## config.mk

```make
export PLATFORM = sky130hd
export DESIGN_NAME = three_term_recurrence_checksum
export DESIGN_NICKNAME = d
export VERILOG_FILES = /design/src/rtl/ttrc_pkg.sv /design/src/rtl/three_term_recurrence_checksum.sv /design/src/rtl/ttrc_next_term.sv
export VERILOG_INCLUDE_DIRS = /design/src /design/src/rtl
export SDC_FILE = /design/constraint.sdc
export NUM_CORES = 1
export LEC_CHECK = 0
export BUFFER_PORTS_ARGS = -buffer_cell sky130_fd_sc_hd__buf_4
export CORE_ASPECT_RATIO = 1.5
export CORE_MARGIN = 2
export CORE_UTILIZATION = 40
export DETAILED_ROUTE_END_ITERATION = 12
export PLACE_DENSITY_LB_ADDON = 0.2
export SKIP_LAST_GASP = 1
export SLEW_MARGIN = 25
export SYNTH_ARGS = -nofsm -noshare
export SYNTH_HDL_FRONTEND = slang
export SYNTH_SLANG_ARGS = --single-unit
```

## constraint.sdc

```tcl
create_clock -name clk_i -period 27.8 [get_ports clk_i]
set_input_delay 5.56 -clock clk_i [delete_from_list [all_inputs] [get_ports clk_i]]
set_output_delay 5.56 -clock clk_i [all_outputs]
set_load 0.02 [all_outputs]
```

## src/rtl/three_term_recurrence_checksum_defines.svh

```systemverilog
// Assertion macros for the recurrence checksum block.
// Define ASSERT_OFF to compile the assertions out.
`ifndef THREE_TERM_RECURRENCE_CHECKSUM_DEFINES_SVH
`define THREE_TERM_RECURRENCE_CHECKSUM_DEFINES_SVH

`ifndef ASSERT_OFF
`define TTRC_ASSERT(lbl, clk, rst_n, prop) \
  lbl: assert property (@(posedge clk) disable iff (!rst_n) prop) \
    else $error("ttrc assertion failed");
`define TTRC_ASSERT_NEVER(lbl, clk, rst_n, prop) \
  lbl: assert property (@(posedge clk) disable iff (!rst_n) !(prop)) \
    else $error("ttrc forbidden condition seen");
`else
`define TTRC_ASSERT(lbl, clk, rst_n, prop)
`define TTRC_ASSERT_NEVER(lbl, clk, rst_n, prop)
`endif

`endif

```

## src/rtl/ttrc_pkg.sv

```systemverilog
package ttrc_pkg;

  localparam int unsigned ByteW = 8;
  localparam int unsigned TermW = 16;
  localparam int unsigned PosW  = 8;

  // Residues are taken modulo 2^16 - 1.
  localparam logic [TermW-1:0] Modulus = 16'hFFFF;

  // The first word of a message seeds the current term with word + 7.
  localparam logic [TermW-1:0] FirstOffset = 16'd7;
  localparam logic [TermW-1:0] PrevReset   = 16'd1;

  // A multiple of the modulus that lifts every negative difference above zero.
  localparam logic [25:0] NegBias = 26'(512 * 65535);

  // low8(pos * 17)
  function automatic logic [ByteW-1:0] alpha_of(input logic [PosW-1:0] pos);
    return pos + {pos[3:0], 4'b0000};
  endfunction

  // low8(pos * 31)
  function automatic logic [ByteW-1:0] beta_of(input logic [PosW-1:0] pos);
    return {pos[2:0], 5'b00000} - pos;
  endfunction

endpackage

```

## src/rtl/three_term_recurrence_checksum.sv

```systemverilog
// Three-term recurrence checksum over a byte message.
// Input channel: data_byte_i with last_byte_i, handshake in_valid_i / in_ready_o.
// One word is one message byte; last_byte_i marks the final byte of a message.
// Output channel: checksum_o, handshake out_valid_o / out_ready_i. One word
// leaves for each message, carrying the checksum after its final byte.
// Throughput: one byte per cycle while no final byte waits for the result
// register. The recurrence is closed combinationally through two narrow
// multipliers and two end-around folds, which sets that rate. A final byte
// is registered in the input register, then folded into the result register.
// Reset clears the input and result stages and puts the recurrence in its
// start-of-message state. When the receiver stalls, the checksum is held in
// the result register; bytes that are not final keep flowing, and a final byte
// waits in the input register until the result register is free, with
// in_ready_o low for as long as it waits.
`include "three_term_recurrence_checksum_defines.svh"

module three_term_recurrence_checksum (
  input  logic        clk_i,
  input  logic        rst_ni,
  input  logic [7:0]  data_byte_i,
  input  logic        last_byte_i,
  input  logic        in_valid_i,
  output logic        in_ready_o,
  output logic [15:0] checksum_o,
  output logic        out_valid_o,
  input  logic        out_ready_i
);

  logic                           in_valid_q;
  logic [ttrc_pkg::ByteW-1:0]     byte_q;
  logic                           last_q;
  logic [ttrc_pkg::TermW-1:0]     cur_q, cur_d;
  logic [ttrc_pkg::TermW-1:0]     prev_q, prev_d;
  logic [ttrc_pkg::PosW-1:0]      pos_q, pos_d;
  logic                           at_start_q, at_start_d;
  logic                           out_valid_q;
  logic [ttrc_pkg::TermW-1:0]     checksum_q;
  logic [ttrc_pkg::TermW-1:0]     next_term;
  logic [ttrc_pkg::TermW-1:0]     new_cur;
  logic                           out_free;
  logic                           consume;
  logic                           in_fire;

  ttrc_next_term u_next_term (
    .data_byte_i (byte_q),
    .pos_i       (pos_q),
    .cur_i       (cur_q),
    .prev_i      (prev_q),
    .term_o      (next_term)
  );

  assign out_free   = !out_valid_q || out_ready_i;
  // A final byte needs the result register; other bytes always move on.
  assign consume    = in_valid_q && (!last_q || out_free);
  assign in_ready_o = !in_valid_q || consume;
  assign in_fire    = in_valid_i && in_ready_o;

  assign new_cur = at_start_q ? ({8'b0, byte_q} + ttrc_pkg::FirstOffset) : next_term;

  always_comb begin
    cur_d      = cur_q;
    prev_d     = prev_q;
    pos_d      = pos_q;
    at_start_d = at_start_q;
    if (consume) begin
      if (last_q) begin
        cur_d      = '0;
        prev_d     = ttrc_pkg::PrevReset;
        pos_d      = '0;
        at_start_d = 1'b1;
      end else begin
        cur_d      = new_cur;
        prev_d     = at_start_q ? ttrc_pkg::PrevReset : cur_q;
        pos_d      = at_start_q ? ttrc_pkg::PosW'(1) : pos_q + ttrc_pkg::PosW'(1);
        at_start_d = 1'b0;
      end
    end
  end

  always_ff @(posedge clk_i or negedge rst_ni) begin
    if (!rst_ni) begin
      in_valid_q  <= 1'b0;
      last_q      <= 1'b0;
      cur_q       <= '0;
      prev_q      <= ttrc_pkg::PrevReset;
      pos_q       <= '0;
      at_start_q  <= 1'b1;
      out_valid_q <= 1'b0;
    end else begin
      if (in_ready_o) begin
        in_valid_q <= in_valid_i;
      end
      if (in_fire) begin
        last_q <= last_byte_i;
      end
      cur_q      <= cur_d;
      prev_q     <= prev_d;
      pos_q      <= pos_d;
      at_start_q <= at_start_d;
      if (consume && last_q) begin
        out_valid_q <= 1'b1;
      end else if (out_ready_i) begin
        out_valid_q <= 1'b0;
      end
    end
  end

  always_ff @(posedge clk_i) begin
    if (in_fire) begin
      byte_q <= data_byte_i;
    end
    if (consume && last_q) begin
      checksum_q <= new_cur;
    end
  end

  assign out_valid_o = out_valid_q;
  assign checksum_o  = checksum_q;

  `TTRC_ASSERT(a_start_state, clk_i, rst_ni,
               at_start_q |-> (pos_q == '0 && prev_q == ttrc_pkg::PrevReset))
  `TTRC_ASSERT(a_final_restarts, clk_i, rst_ni,
               (consume && last_q) |=> (at_start_q && out_valid_q))
  `TTRC_ASSERT(a_final_waits, clk_i, rst_ni,
               (in_valid_q && last_q && out_valid_q && !out_ready_i) |=>
               (in_valid_q && last_q && $stable(byte_q)))
  `TTRC_ASSERT_NEVER(a_residue_range, clk_i, rst_ni,
                     out_valid_q && checksum_q == ttrc_pkg::Modulus)

endmodule

```

## src/rtl/ttrc_next_term.sv

```systemverilog
module ttrc_next_term (
  input  logic [ttrc_pkg::ByteW-1:0] data_byte_i,
  input  logic [ttrc_pkg::PosW-1:0]  pos_i,
  input  logic [ttrc_pkg::TermW-1:0] cur_i,
  input  logic [ttrc_pkg::TermW-1:0] prev_i,
  output logic [ttrc_pkg::TermW-1:0] term_o
);

  logic [7:0]  alpha;
  logic [7:0]  beta;
  logic [8:0]  coef;
  logic [24:0] pos_part;
  logic [23:0] neg_part;
  logic [25:0] diff;
  logic [25:0] biased;
  logic [16:0] fold1;
  logic [15:0] fold2;

  assign alpha    = ttrc_pkg::alpha_of(pos_i);
  assign beta     = ttrc_pkg::beta_of(pos_i);
  assign coef     = {1'b0, data_byte_i} + {1'b0, alpha};
  assign pos_part = {16'b0, coef} * {9'b0, cur_i};
  assign neg_part = {16'b0, beta} * {8'b0, prev_i};
  assign diff     = {1'b0, pos_part} - {2'b0, neg_part};

  // A negative difference wraps through 2^64, which leaves one extra unit
  // modulo 2^16 - 1; the bias then makes the value positive.
  assign biased = diff[25] ? (diff + 26'd1 + ttrc_pkg::NegBias) : diff;

  // Two end-around folds reduce the 26-bit value modulo 2^16 - 1.
  assign fold1 = {1'b0, biased[15:0]} + {7'b0, biased[25:16]};
  assign fold2 = fold1[15:0] + {15'b0, fold1[16]};

  assign term_o = (fold2 == ttrc_pkg::Modulus) ? '0 : fold2;

endmodule

```

* Yosys cells after proc, flatten, opt, wreduce, memory -nomap -nowiden
Cells that the tools add are included.
** Operators by class
- Reductions and logical operators :: 10
- Equality and inequality tests :: 1
- Multipliers :: 2
- Add/subtract/negate cells :: 10
- Multiplexer cells :: 11
** Operator list (count)
- 16-bit 2-to-1 mux :: 5
- 26-bit by 1-bit adder with 26-bit output, second input constant :: 1
- 26-bit by 25-bit adder with 26-bit output, second input constant :: 1
- 26-bit 2-to-1 mux :: 1
- 25-bit by 24-bit subtractor with 26-bit output :: 1
- 9-bit by 16-bit multiplier with 25-bit output :: 1
- 8-bit by 16-bit multiplier with 24-bit output :: 1
- 16-bit by 10-bit adder with 17-bit output :: 1
- 16-bit by 1-bit adder with 16-bit output :: 1
- 16-bit == test, second input constant :: 1
- 8-bit 2-to-1 mux :: 2
- 8-bit by 3-bit adder with 9-bit output, second input constant :: 1
- 8-bit by 8-bit adder with 9-bit output :: 1
- 8-bit by 1-bit adder with 8-bit output, second input constant :: 1
- 8-bit adder :: 1
- 8-bit subtractor :: 1
- 1-bit logical AND :: 3
- 1-bit zero test :: 3
- 1-bit logical OR :: 3
- 1-bit 2-to-1 mux :: 3
- 2-bit nonzero test :: 1
** Word-level totals
- Bits of input ports :: 13
- Flip-flop bits (word level) :: 68

* Depth between registers and ports, before layout
Gate-level depths: netlist (run 1).
- Depth after elaboration :: 13
- Mapped depth :: 59
- Depth with buffers taken out :: 54

* Cells and area by module
From an unflattened synthesis (run 1), not the netlist that was laid out.
** Unflattened totals
- Cells, all modules :: 1591
- Area, all modules :: 14523.9 sq um
** By module, submodules not included
- ttrc_next_term :: area each 11685.0 sq um, instances 1, sequential area each 0.0 sq um, cells each 1349
- three_term_recurrence_checksum :: area each 2839.0 sq um, instances 1, sequential area each 1824.2 sq um, cells each 242

* Worst setup path before layout (run 1)
OpenSTA, ideal clock, no wires.
- Path type :: reg2reg
- Start :: reg pos_q[0] in the netlist's numbering
- End :: reg checksum_q (netlist bit checksum_o[1]) (data pin)
- Slack :: 15.722 ns
- Cell stages (with the launch flop) :: 52
- Period minus slack after synthesis :: 12.078 ns
- Data arrival time :: 11.815 ns
- Path through :: dfrtp_1 > ha_1 > fa_1 > ha_1 > inv_1 > o21bai_1 > a21oi_1 > xnor2_1 > clkbuf_1 > nand2_1 > fa_1 > fa_1 > inv_1 > fa_1 > fa_1 > inv_1 > fa_1 > inv_1 > [16 not listed] > nor2_1 > o21ai_1 > o21ai_1 > nor3_1 > ha_1 > and3_1 > and3_1 > clkbuf_1 > and3_1 > clkbuf_1 > nand4_1 > nor2_1 > mux2i_1 > o311a_1 > a21o_1 > o41ai_4 > buf_6 > o22ai_1
** On the way
- Longest elaborated chain between the ends :: 12
- Elaborated cells between the ends (all ways) :: 14
- Those cells by class :: add/sub: 8; mul: 2; eq/ne: 1; mux: 3
** RTL lines
- start: declaration :: line three_term_recurrence_checksum.sv:34 : logic [ttrc_pkg::PosW-1:0] pos_q, pos_d;
- start signal: assignment :: line three_term_recurrence_checksum.sv:98 : pos_q <= pos_d;
- 8-bit adder :: line ttrc_pkg.sv:19 : return pos + {pos[3:0], 4'b0000};
- 8-bit by 8-bit adder with 9-bit output :: line ttrc_next_term.sv:21 : assign coef = {1'b0, data_byte_i} + {1'b0, alpha};
- 9-bit by 16-bit multiplier with 25-bit output :: line ttrc_next_term.sv:22 : assign pos_part = {16'b0, coef} * {9'b0, cur_i};
- 25-bit by 24-bit subtractor with 26-bit output * :: line ttrc_next_term.sv:24 : assign diff = {1'b0, pos_part} - {2'b0, neg_part};
- 26-bit by 1-bit adder with 26-bit output :: line ttrc_next_term.sv:28 : assign biased = diff[25] ? (diff + 26'd1 + ttrc_pkg::NegBias) : diff;
- 26-bit by 25-bit adder with 26-bit output :: line ttrc_next_term.sv:28
- 26-bit 2-to-1 mux * :: line ttrc_next_term.sv:28
- 16-bit by 10-bit adder with 17-bit output * :: line ttrc_next_term.sv:31 : assign fold1 = {1'b0, biased[15:0]} + {7'b0, biased[25:16]};
- 16-bit by 1-bit adder with 16-bit output * :: line ttrc_next_term.sv:32 : assign fold2 = fold1[15:0] + {15'b0, fold1[16]};
- 16-bit == test :: line ttrc_next_term.sv:34 : assign term_o = (fold2 == ttrc_pkg::Modulus) ? '0 : fold2;
- 16-bit 2-to-1 mux * :: line ttrc_next_term.sv:34
- 16-bit 2-to-1 mux * :: line three_term_recurrence_checksum.sv:58 : assign new_cur = at_start_q ? ({8'b0, byte_q} + ttrc_pkg::FirstOffset) : next_term;
- named net new_cur, one bit :: line three_term_recurrence_checksum.sv:39 : logic [ttrc_pkg::TermW-1:0] new_cur;
- end signal: assignment :: line three_term_recurrence_checksum.sv:113 : checksum_q <= new_cur;
- end: declaration :: line three_term_recurrence_checksum.sv:37 : logic [ttrc_pkg::TermW-1:0] checksum_q;
Mark *: on every way through the listed nets, which the timed path passes. The rest lies on a longest branch.
A chain may end at the register's enable or synchronous reset.

* Final worst setup path (run 1)
- Start :: reg pos_q[0] in the netlist's numbering
- End :: reg checksum_q (netlist bit checksum_o[6]) (data pin)
The elaborated chain is that of the path after synthesis.

==> results.md, run 1 <==
* Cell Area, Synth at 0.0141 mm2
* Slowest stage cell, crit path: dfrtp_1
* Largest net degree at the start of global routing at 45
* Number of port buffers at 30
* All-Layer GR Usage at 22.2%
* Tcrit/Tclk final at 51.5%
* Netlist cell types at 85
* Die height at 234 um
* Vias in the first global route at 11346
* Layout area overhead at 7.13%
* WHS Path Cells at 2
* First-pass GRT wire length at 62400 um
* Syn avg cell area at 9.09 um2
* TNS Setup at 0 ns
* CTS tree: built
* Crit-path max cell delay at 0.92 ns
* Register area share after synthesis at 12.9%
* WP data arrival at 14.39 ns
* TritonCTS Buffers at 9
* 1st-pass router iterations at 5
* Diodes inserted at 0
* RR Endpoint: checksum_o[6]$_DFFE_PP_
* Initial core utilization at 40.5%
* RePlAce Congestion at 0.914
* Setup WS pre-CTS at 13.64 ns
* Syn Inst Count at 1554
* Clock period minus worst slack at 14.31 ns
* Status: completed
* EDFF count, synth at 24
* Most frequent cell after synthesis: inv_1
* Core Region at 0.0349 mm2
* Antenna violations before repair at 0
* Setup Buffers After CTS at 0
* Clock Skew at 0.0139 ns
* Area contributors post-synth: fa_1, ha_1, inv_1, dfrtp_1, and2_1
* FF-to-FF setup slack at 13.49 ns
* Count of pins over their slew limit at 0
* Initial DRC Count at 612
* Final WL at 37900 um
* Fmax at 0.0699 GHz
* Setup violators final at 0
* Share of layout cells above drive strength 1 at 6.00%
* GRT overflow at 0
* Final-report hold violation count at 0
* Worst R2R Path Depth at 47
* Worst Tran Pin Value at 1.07 ns
* Synth area leader: fa_1
* Vias per cell at 5.19
* Hold path endpoint: out_valid_o$_DFFE_PN0P_
* Maximum capacitance violations at 0
* # clock sinks at 68
* Top-area cell type share of the netlist area at 32.3%
* Synth cell count leaders: inv_1, fa_1, and2_1
* Post-CTS sizing at 0
* Clock buffer depth at 2
* DR WL/cell at 18.7 um
* Worst r2r src: pos_q[0]$_DFFE_PN0P_
* Main synth FF type: dfrtp_1
* Hold Startpoint: out_valid_o$_DFFE_PN0P_
* Die area at 0.0368 mm2
* Final #Nets at 1895
* Startpoint types: flip-flop
* Net Count, Synth at 1905
* Hold_buf cts at 0
* Critical Path End Type: flip-flop
* Via count at 10493
* IO Count at 31
* Final routed DRC violation total at 0
* CTS Root Cell: clkbuf_16
* ANT nets after route at 0
* RSZ-0062 raised after global routing: no
* FF+latch count, synth at 68
* Chip width at 157 um
* Slew headroom at 28.6%
* Final Worst Setup Slack at 13.49 ns
* Clk_lat worst skew at 0.37 ns
* Most frequent CP cell: fa_1
* Clk pin slew, worst setup/hold paths at 0.07 ns
* CP max FO at 25
* CTS H-tree depth at 3
* Ys Warns at 0
* CP Data Required Time at 27.88 ns
* DP HPWL at 31700 um
* Worst hold-check path type: reg -> reg
* Crit Path Class: reg -> reg
* Row Count at 84
* FFs w/ async S/R, synth at 64.7%
cell families after synthesis:
group | Yosys count | synth area share (%)
multiplexers | 5 | 0.381
AND/OR/NAND/NOR | 493 | 18.5
flip-flops | 68 | 12.9
AO/OA/AOI/OAI | 217 | 11.3
buffers and inverters | 345 | 9.30
XOR/XNOR | 88 | 5.51
adder cells (fa/ha/maj) | 338 | 42.1
critical path: cells and delay by family (launching register included):
family          cells  cell delay (ns)
fa+ha+maj          12             4.86
buf+inv             5             0.29
compound gates     13             3.23
simple gates       14             3.53
xor+xnor            3             1.16
flops               1             0.92
layout by cell type, fill, tap and decap left out, types with 15 or more instances in the layout:
cell type,count
nor2_1,48
nand2_1,147
o31ai_1,17
a22o_1,15
o21ai_0,42
nor2b_1,24
xnor2_1,56
nand2b_1,22
edfxtp_1,24
dfrtp_1,42
inv_1,284
and2_1,155
xor2_1,26
fa_1,228
nand3_1,17
ha_1,110
a21oi_1,36
buf_4,40
metrics by stage:
step	util [%]	cell area (um2)	hold slack [ns]	std cells
after global placement	42.4	14800	0.554	2006
after CTS	43.3	15100	0.583	2022
after floorplan	-	14100	0.464	1554
final	43.3	15100	0.578	2022
after detailed placement	42.4	14800	0.575	2006
after global routing	43.3	15100	0.628	2022
registers in the layout, summed over array words and instances (netlist names):
signal	count
in_valid_q	1
pos_q	8
checksum_o	16
byte_q	8
prev_q	16
last_q	1
at_start_q	1
out_valid_o	1
cur_q	16
routing by layer:
layer | up-vias | track usage, % | routed length (um)
li1 | 4923 | - | -
met1 | 5336 | 27.0 | 15500
met2 | 185 | 41.1 | 20400
met3 | 49 | 2.22 | 1020
met4 | 0 | 6.51 | 981
met5 | - | 0 | 0
worst max path at each step:
stage,from,endpoint,slack [ns],cells after the start
floorplan,pos_q[0]$_DFFE_PN0P_,checksum_o[1]$_DFFE_PP_,15.72,51
global placement,pos_q[0]$_DFFE_PN0P_,checksum_o[4]$_DFFE_PP_,13.77,47
detailed placement,pos_q[0]$_DFFE_PN0P_,checksum_o[1]$_DFFE_PP_,13.64,47
CTS,pos_q[0]$_DFFE_PN0P_,checksum_o[1]$_DFFE_PP_,13.53,47
global route,pos_q[0]$_DFFE_PN0P_,checksum_o[5]$_DFFE_PP_,12.31,51
finish,pos_q[0]$_DFFE_PN0P_,checksum_o[6]$_DFFE_PP_,13.49,47
final cells by class:
cell class / count / area, um2
Clock buffer: 9 / 225
Clock inverter: 7 / 82.6
Inverter: 284 / 1070
Sequential cell: 68 / 1820
Timing Repair Buffer: 40 / 300
Multi-Input combinational cell: 1141 / 11000
Fill cell: 3525 / 19800
Tap cell: 473 / 592
Power of run 1 is left out: the tool's default activity adds up to more than one toggle a clock period on the data nets, which glitch-free logic cannot reach.
==> run 2: changes to the inputs <==
==> constraint.sdc (replaced) <==
create_clock -name clk_i -period 14.29 [get_ports clk_i]
set_input_delay 2.858 -clock clk_i [delete_from_list [all_inputs] [get_ports clk_i]]
set_output_delay 2.858 -clock clk_i [all_outputs]
set_load 0.02 [all_outputs]
==> results.md, run 2 (synthesis gave the netlist of run 1 again) <==
* Slowest stage cell, crit path: fa_1
* Fillers at 3559 (+0.96%)
* Initial DRC Count at 499 (-18%)
* Fin cells at 2027 (+0.25%)
* Diodes inserted at 0 (unchanged)
* Critical Path End Type: flip-flop
* Most frequent cells in the layout: inv_1, fa_1, and2_1
* Layout area overhead at 7.46%
* WP data arrival at 13.49 ns (-0.90 ns)
* GRT overflow at 0 (unchanged)
* WHS Path Cells at 1 (-1)
* Row Count at 84 (unchanged)
* Crit-path max cell delay at 0.53 ns (-0.39 ns)
* Clock Skew at 0.0126 ns (-0.00129 ns)
* Startpoint types: flip-flop
* CTS tree: built
* CP Data Required Time at 14.38 ns (-13.50 ns)
* 1st-pass router iterations at 6 (+1)
* Clk pin slew, worst setup/hold paths at 0.07 ns (about the same)
* Hold path endpoint: pos_q[7]$_DFFE_PN0P_
* Largest net degree at the start of global routing at 45 (unchanged)
* Die height at 234 um (unchanged)
* Worst hold-check path type: reg -> reg
* Final #Nets at 1900 (+0.26%)
* Most frequent CP cell: fa_1
* Worst Tran Pin Value at 0.974 ns (-0.0909 ns)
* DR WL/cell at 18.5 um (-1.4%)
* Vias in the first global route at 11311 (-0.31%)
* Die area at 0.0368 mm2 (unchanged)
* Final WL at 37500 um (-1.2%)
* Vias per cell at 5.23 (+0.74%)
* FF-to-FF setup slack at 0.88 ns (-12.61 ns)
* Clock period minus worst slack at 13.41 ns (-0.897 ns)
* Initial core utilization at 40.5% (unchanged)
* Final routed DRC violation total at 0 (unchanged)
* # clock sinks at 68 (unchanged)
* Worst r2r src: pos_q[0]$_DFFE_PN0P_
* Crit Path Class: reg -> reg
* Fmax at 0.0746 GHz (+6.7%)
* Slew headroom at 34.7% (+6.1 points)
* Core Region at 0.0349 mm2 (unchanged)
* CP max FO at 24 (-4.0%)
* Hold Startpoint: pos_q[7]$_DFFE_PN0P_
* Setup violators final at 0 (unchanged)
* FF/Latch Area at 0.00182 mm2 (unchanged)
* RR Endpoint: checksum_o[6]$_DFFE_PP_
* First-pass GRT wire length at 61800 um (-1.0%)
* Clock buffer depth at 2 (unchanged)
* Clk_lat worst skew at 0.36 ns (about the same)
* Final-report hold violation count at 0 (unchanged)
* Chip width at 157 um (unchanged)
* CTS Root Cell: clkbuf_16
* Multi-input gate area at 0.0110 mm2 (-0.15%)
* Count of pins over their slew limit at 0 (unchanged)
* TritonCTS Buffers at 9 (unchanged)
* Share of layout cells above drive strength 1 at 6.37% (+0.37 points)
* Via count at 10597 (+0.99%)
* Worst R2R Path Depth at 55 (+17%)
* IO Count at 31 (unchanged)
* Number of port buffers at 30 (unchanged)
* Antenna violations before repair at 0 (unchanged)
* Final core utilization at 43.5% (+0.13 points)
* RePlAce Congestion at 0.904 (-1.1%)
* DP HPWL at 31100 um (-1.9%)
* Tcrit/Tclk final at 93.8% (+42 points)
* All-Layer GR Usage at 21.8% (-0.34 points)
* Most common cell after layout, fill and taps aside: inv_1
* Placed Instances at 2009 (+0.15%)
* Smallest hold slack at 0.575 ns (-0.00313 ns)
* CTS H-tree depth at 3 (unchanged)
* Maximum capacitance violations at 0 (unchanged)
* ANT nets after route at 0 (unchanged)
* Status: completed
[run 2: changes by cell type in the layout (fill, tap and decap cells not counted), sizes merged]
cell | previous run | this run
buf | 40 | 45
[run 2: stage by stage]
step / TNS, ns / area [um2] / setup WS [ns]
after detailed placement: 0 / 14800 / 0.485
after floorplan: 0 / 14100 / 2.21
after CTS: 0 / 15100 / 0.406
after global routing: -0.0216 / 15200 / -0.00921
after global placement: 0 / 14800 / 0.784
final: 0 / 15200 / 0.882
[run 2: area by class of cell]
class	instances	area share, %
Clock buffer	9	1.48
Clock inverter	7	0.544
Inverter	284	7.03
Multi-Input combinational cell	1141	72.6
Sequential cell	68	12.0
Tap cell	473	3.90
Timing Repair Buffer	45	2.39
[run 2: worst max-delay path, delay by kind of cell (launching register included)]
kind	cells	cell delay, ns
adders and majority gates	12	4.54
AOI/OAI and AO/OA	16	3.59
and+or+nand+nor	15	2.94
buffers and inverters	9	1.15
xor gates and xnor gates	3	0.55
DFF	1	0.36
[run 2: worst max-delay path by stage]
stage	start	to	slack [ns]
2_1_floorplan	pos_q[0]$_DFFE_PN0P_	checksum_o[1]$_DFFE_PP_	2.21
3_3_place_gp	pos_q[0]$_DFFE_PN0P_	checksum_o[4]$_DFFE_PP_	0.78
3_5_place_dp	pos_q[0]$_DFFE_PN0P_	checksum_o[5]$_DFFE_PP_	0.49
4_1_cts	pos_q[0]$_DFFE_PN0P_	checksum_o[5]$_DFFE_PP_	0.41
5_1_grt	pos_q[0]$_DFFE_PN0P_	checksum_o[7]$_DFFE_PP_	-0.009
6_report	pos_q[0]$_DFFE_PN0P_	checksum_o[6]$_DFFE_PP_	0.88
[run 2: what timing repair did]
action,CTS,global route
hold buffers,0,0
buffers inserted,0,2
endpoints found under the setup margin,0,32
hold endpoints to repair,0,0
gates resized for setup,0,4
[run 2: layer usage]
layer	wire length, um	vias to the layer above	GRT usage (%)
li1	-	4940	-
met1	15500	5409	27.2
met2	19800	191	39.6
met3	967	57	1.96
met4	1210	0	6.88
met5	0	-	0
Power of run 2 is left out for the same reason.
==> run 3: changes to the inputs <==
--- a/config.mk
+++ b/config.mk
@@ -12,6 +12,7 @@
 export CORE_UTILIZATION = 40
 export DETAILED_ROUTE_END_ITERATION = 12
 export PLACE_DENSITY_LB_ADDON = 0.2
+export RECOVER_POWER = 100
 export SKIP_LAST_GASP = 1
 export SLEW_MARGIN = 25
 export SYNTH_ARGS = -nofsm -noshare
==> results.md, run 3 (synthesis gave the netlist of run 1 again) <==
* Most frequent cells in the layout: inv_1, fa_1, and2_1
* Share of layout cells above drive strength 1 at 4.95% (-1.4 points)
* Tcrit/Tclk final at 93.2% (-0.62 points)
* Chip width at 157 um (unchanged)
* Crit Path Class: reg -> reg
* Clk_lat worst skew at 0.36 ns (about the same)
* Maximum capacitance violations at 2 (+2)
* IO Count at 31 (unchanged)
* WHS Path Cells at 2 (+1)
* All-Layer GR Usage at 21.8% (unchanged)
* Placed Instances at 2009 (unchanged)
* GRT overflow at 0 (unchanged)
* CTS Root Cell: clkbuf_16
* Via count at 10577 (-0.19%)
* Status: finished with violations
* Worst Tran Pin Value at 2.67 ns (+1.70 ns)
* WP data arrival at 13.40 ns (-0.09 ns)
* Final Worst Setup Slack at 0.971 ns (+0.0892 ns)
* DR WL/cell at 18.5 um (-0.10%)
* Most frequent CP cell: fa_1
* DP HPWL at 31100 um (unchanged)
* Most common cell after layout, fill and taps aside: inv_1
* Clock Skew at 0.0128 ns (+0.000239 ns)
* Clock period minus worst slack at 13.32 ns (-0.0892 ns)
* Design area at 0.0151 mm2 (-0.62%)
* Startpoint types: flip-flop
* TNS Setup at 0 ns (unchanged)
* Count of pins over their slew limit at 83 (+83)
* Vias in the first global route at 11311 (unchanged)
* First-pass GRT wire length at 61800 um (unchanged)
* Fin cells at 2027 (unchanged)
* Final WL at 37400 um (-0.10%)
* CTS tree: built
* Die height at 234 um (unchanged)
* ANT nets after route at 0 (unchanged)
* Die area at 0.0368 mm2 (unchanged)
* Antenna violations before repair at 0 (unchanged)
* Worst hold-check path type: reg -> reg
* Row Count at 84 (unchanged)
* Slew headroom at -78.1% (-110 points)
* Setup WS pre-CTS at 0.485 ns (unchanged)
* Worst Path Buf+Inv at 9 (unchanged)
* Final #Nets at 1900 (unchanged)
* Initial core utilization at 40.5% (unchanged)
* CP max FO at 24 (unchanged)
* Critical Path End Type: flip-flop
* # clock sinks at 68 (unchanged)
* Vias per cell at 5.22 (-0.19%)
* Worst R2R Path Depth at 55 (unchanged)
* Clk pin slew, worst setup/hold paths at 0.07 ns (about the same)
* Final-report hold violation count at 0 (unchanged)
* RePlAce Congestion at 0.904 (unchanged)
* Largest net degree at the start of global routing at 45 (unchanged)
* Failing checks: capacitance limit, slew limit
* Crit-path max cell delay at 0.53 ns (about the same)
* Delay-heaviest family, CP: adder cells
* Clock buffer depth at 2 (unchanged)
* RSZ-0062 raised after global routing: no
* CTS H-tree depth at 3 (unchanged)
* Number of port buffers at 30 (unchanged)
* WP depth at 55 (unchanged)
* Core Region at 0.0349 mm2 (unchanged)
* Layout area overhead at 6.80%
* Setup violators final at 0 (unchanged)
* Placed cell areas at 0.0148 mm2 (unchanged)
* Slowest stage cell, crit path: fa_1
* CP Data Required Time at 14.38 ns (about the same)
* TritonCTS Buffers at 9 (unchanged)
* 1st-pass router iterations at 5 (-1)
* Diodes inserted at 0 (unchanged)
* Final routed DRC violation total at 0 (unchanged)
* Fmax at 0.0751 GHz (+0.67%)
* Initial DRC Count at 537 (+7.6%)
-- run 3: changes by cell type in the layout (fill, tap and decap cells not counted), sizes merged --
cell,before,now
buf,45,16
clkbuf,9,38
-- run 3: area by class of cell --
type                       instances  area [um2]
clock buffer                       9         225
clock inverter                     7        82.6
fill                            3575       19800
inverter                         284        1070
multi-input combinational       1141       11000
sequential                        68        1820
tap                              473         592
timing repair buffer              45         284
-- run 3: worst paths after layout --
path	slack [ns]	start	to
setup / recovery	0.97	pos_q[0]$_DFFE_PN0P_	checksum_o[6]$_DFFE_PP_
hold / removal	0.57	out_valid_o$_DFFE_PN0P_	out_valid_o$_DFFE_PN0P_
setup reg to reg	0.97	pos_q[0]$_DFFE_PN0P_	checksum_o[6]$_DFFE_PP_
hold reg to reg	0.57	out_valid_o$_DFFE_PN0P_	out_valid_o$_DFFE_PN0P_
max in group asynchronous	9.43	rst_ni	prev_q[10]$_DFFE_PN0P_
min in group asynchronous	3.32	rst_ni	pos_q[3]$_DFFE_PN0P_
-- run 3: metrics by stage --
stage               utilization, %  hold WS, ns
floorplan                        -        0.464
global placement              42.4        0.560
detailed placement            42.4        0.565
CTS                           43.3        0.578
global route                  43.2        0.605
finish                        43.2        0.567
-- run 3: worst register-to-register path: cells and delay by family, from the launching register on --
| family | cells | cell delay (ns) |
|---|---|---|
| xor gates and xnor gates | 3 | 0.54 |
| AOI/OAI and AO/OA | 16 | 3.57 |
| buffers and inverters | 9 | 1.15 |
| and+or+nand+nor | 15 | 2.89 |
| DFF | 1 | 0.36 |
| adders and majority gates | 12 | 4.55 |
-- run 3: routing by layer --
metal | share of wire [%] | GRT usage (%) | vias to the layer above
met2 | 53 | 39.6 | 180
met3 | 2.4 | 1.96 | 53
met4 | 3.2 | 6.88 | 0
li1 | - | - | 4941
met1 | 42 | 27.2 | 5403
met5 | 0 | 0 | -
-- run 3: what timing repair did --
item / 4_1_cts / 5_1_grt
gates resized for setup: 0 / 4
hold buffers: 0 / 0
setup buffers: 0 / 2
endpoints found under the hold margin: 0 / 0
endpoints found under the setup margin: 0 / 32
Power of run 3 is left out for the same reason.
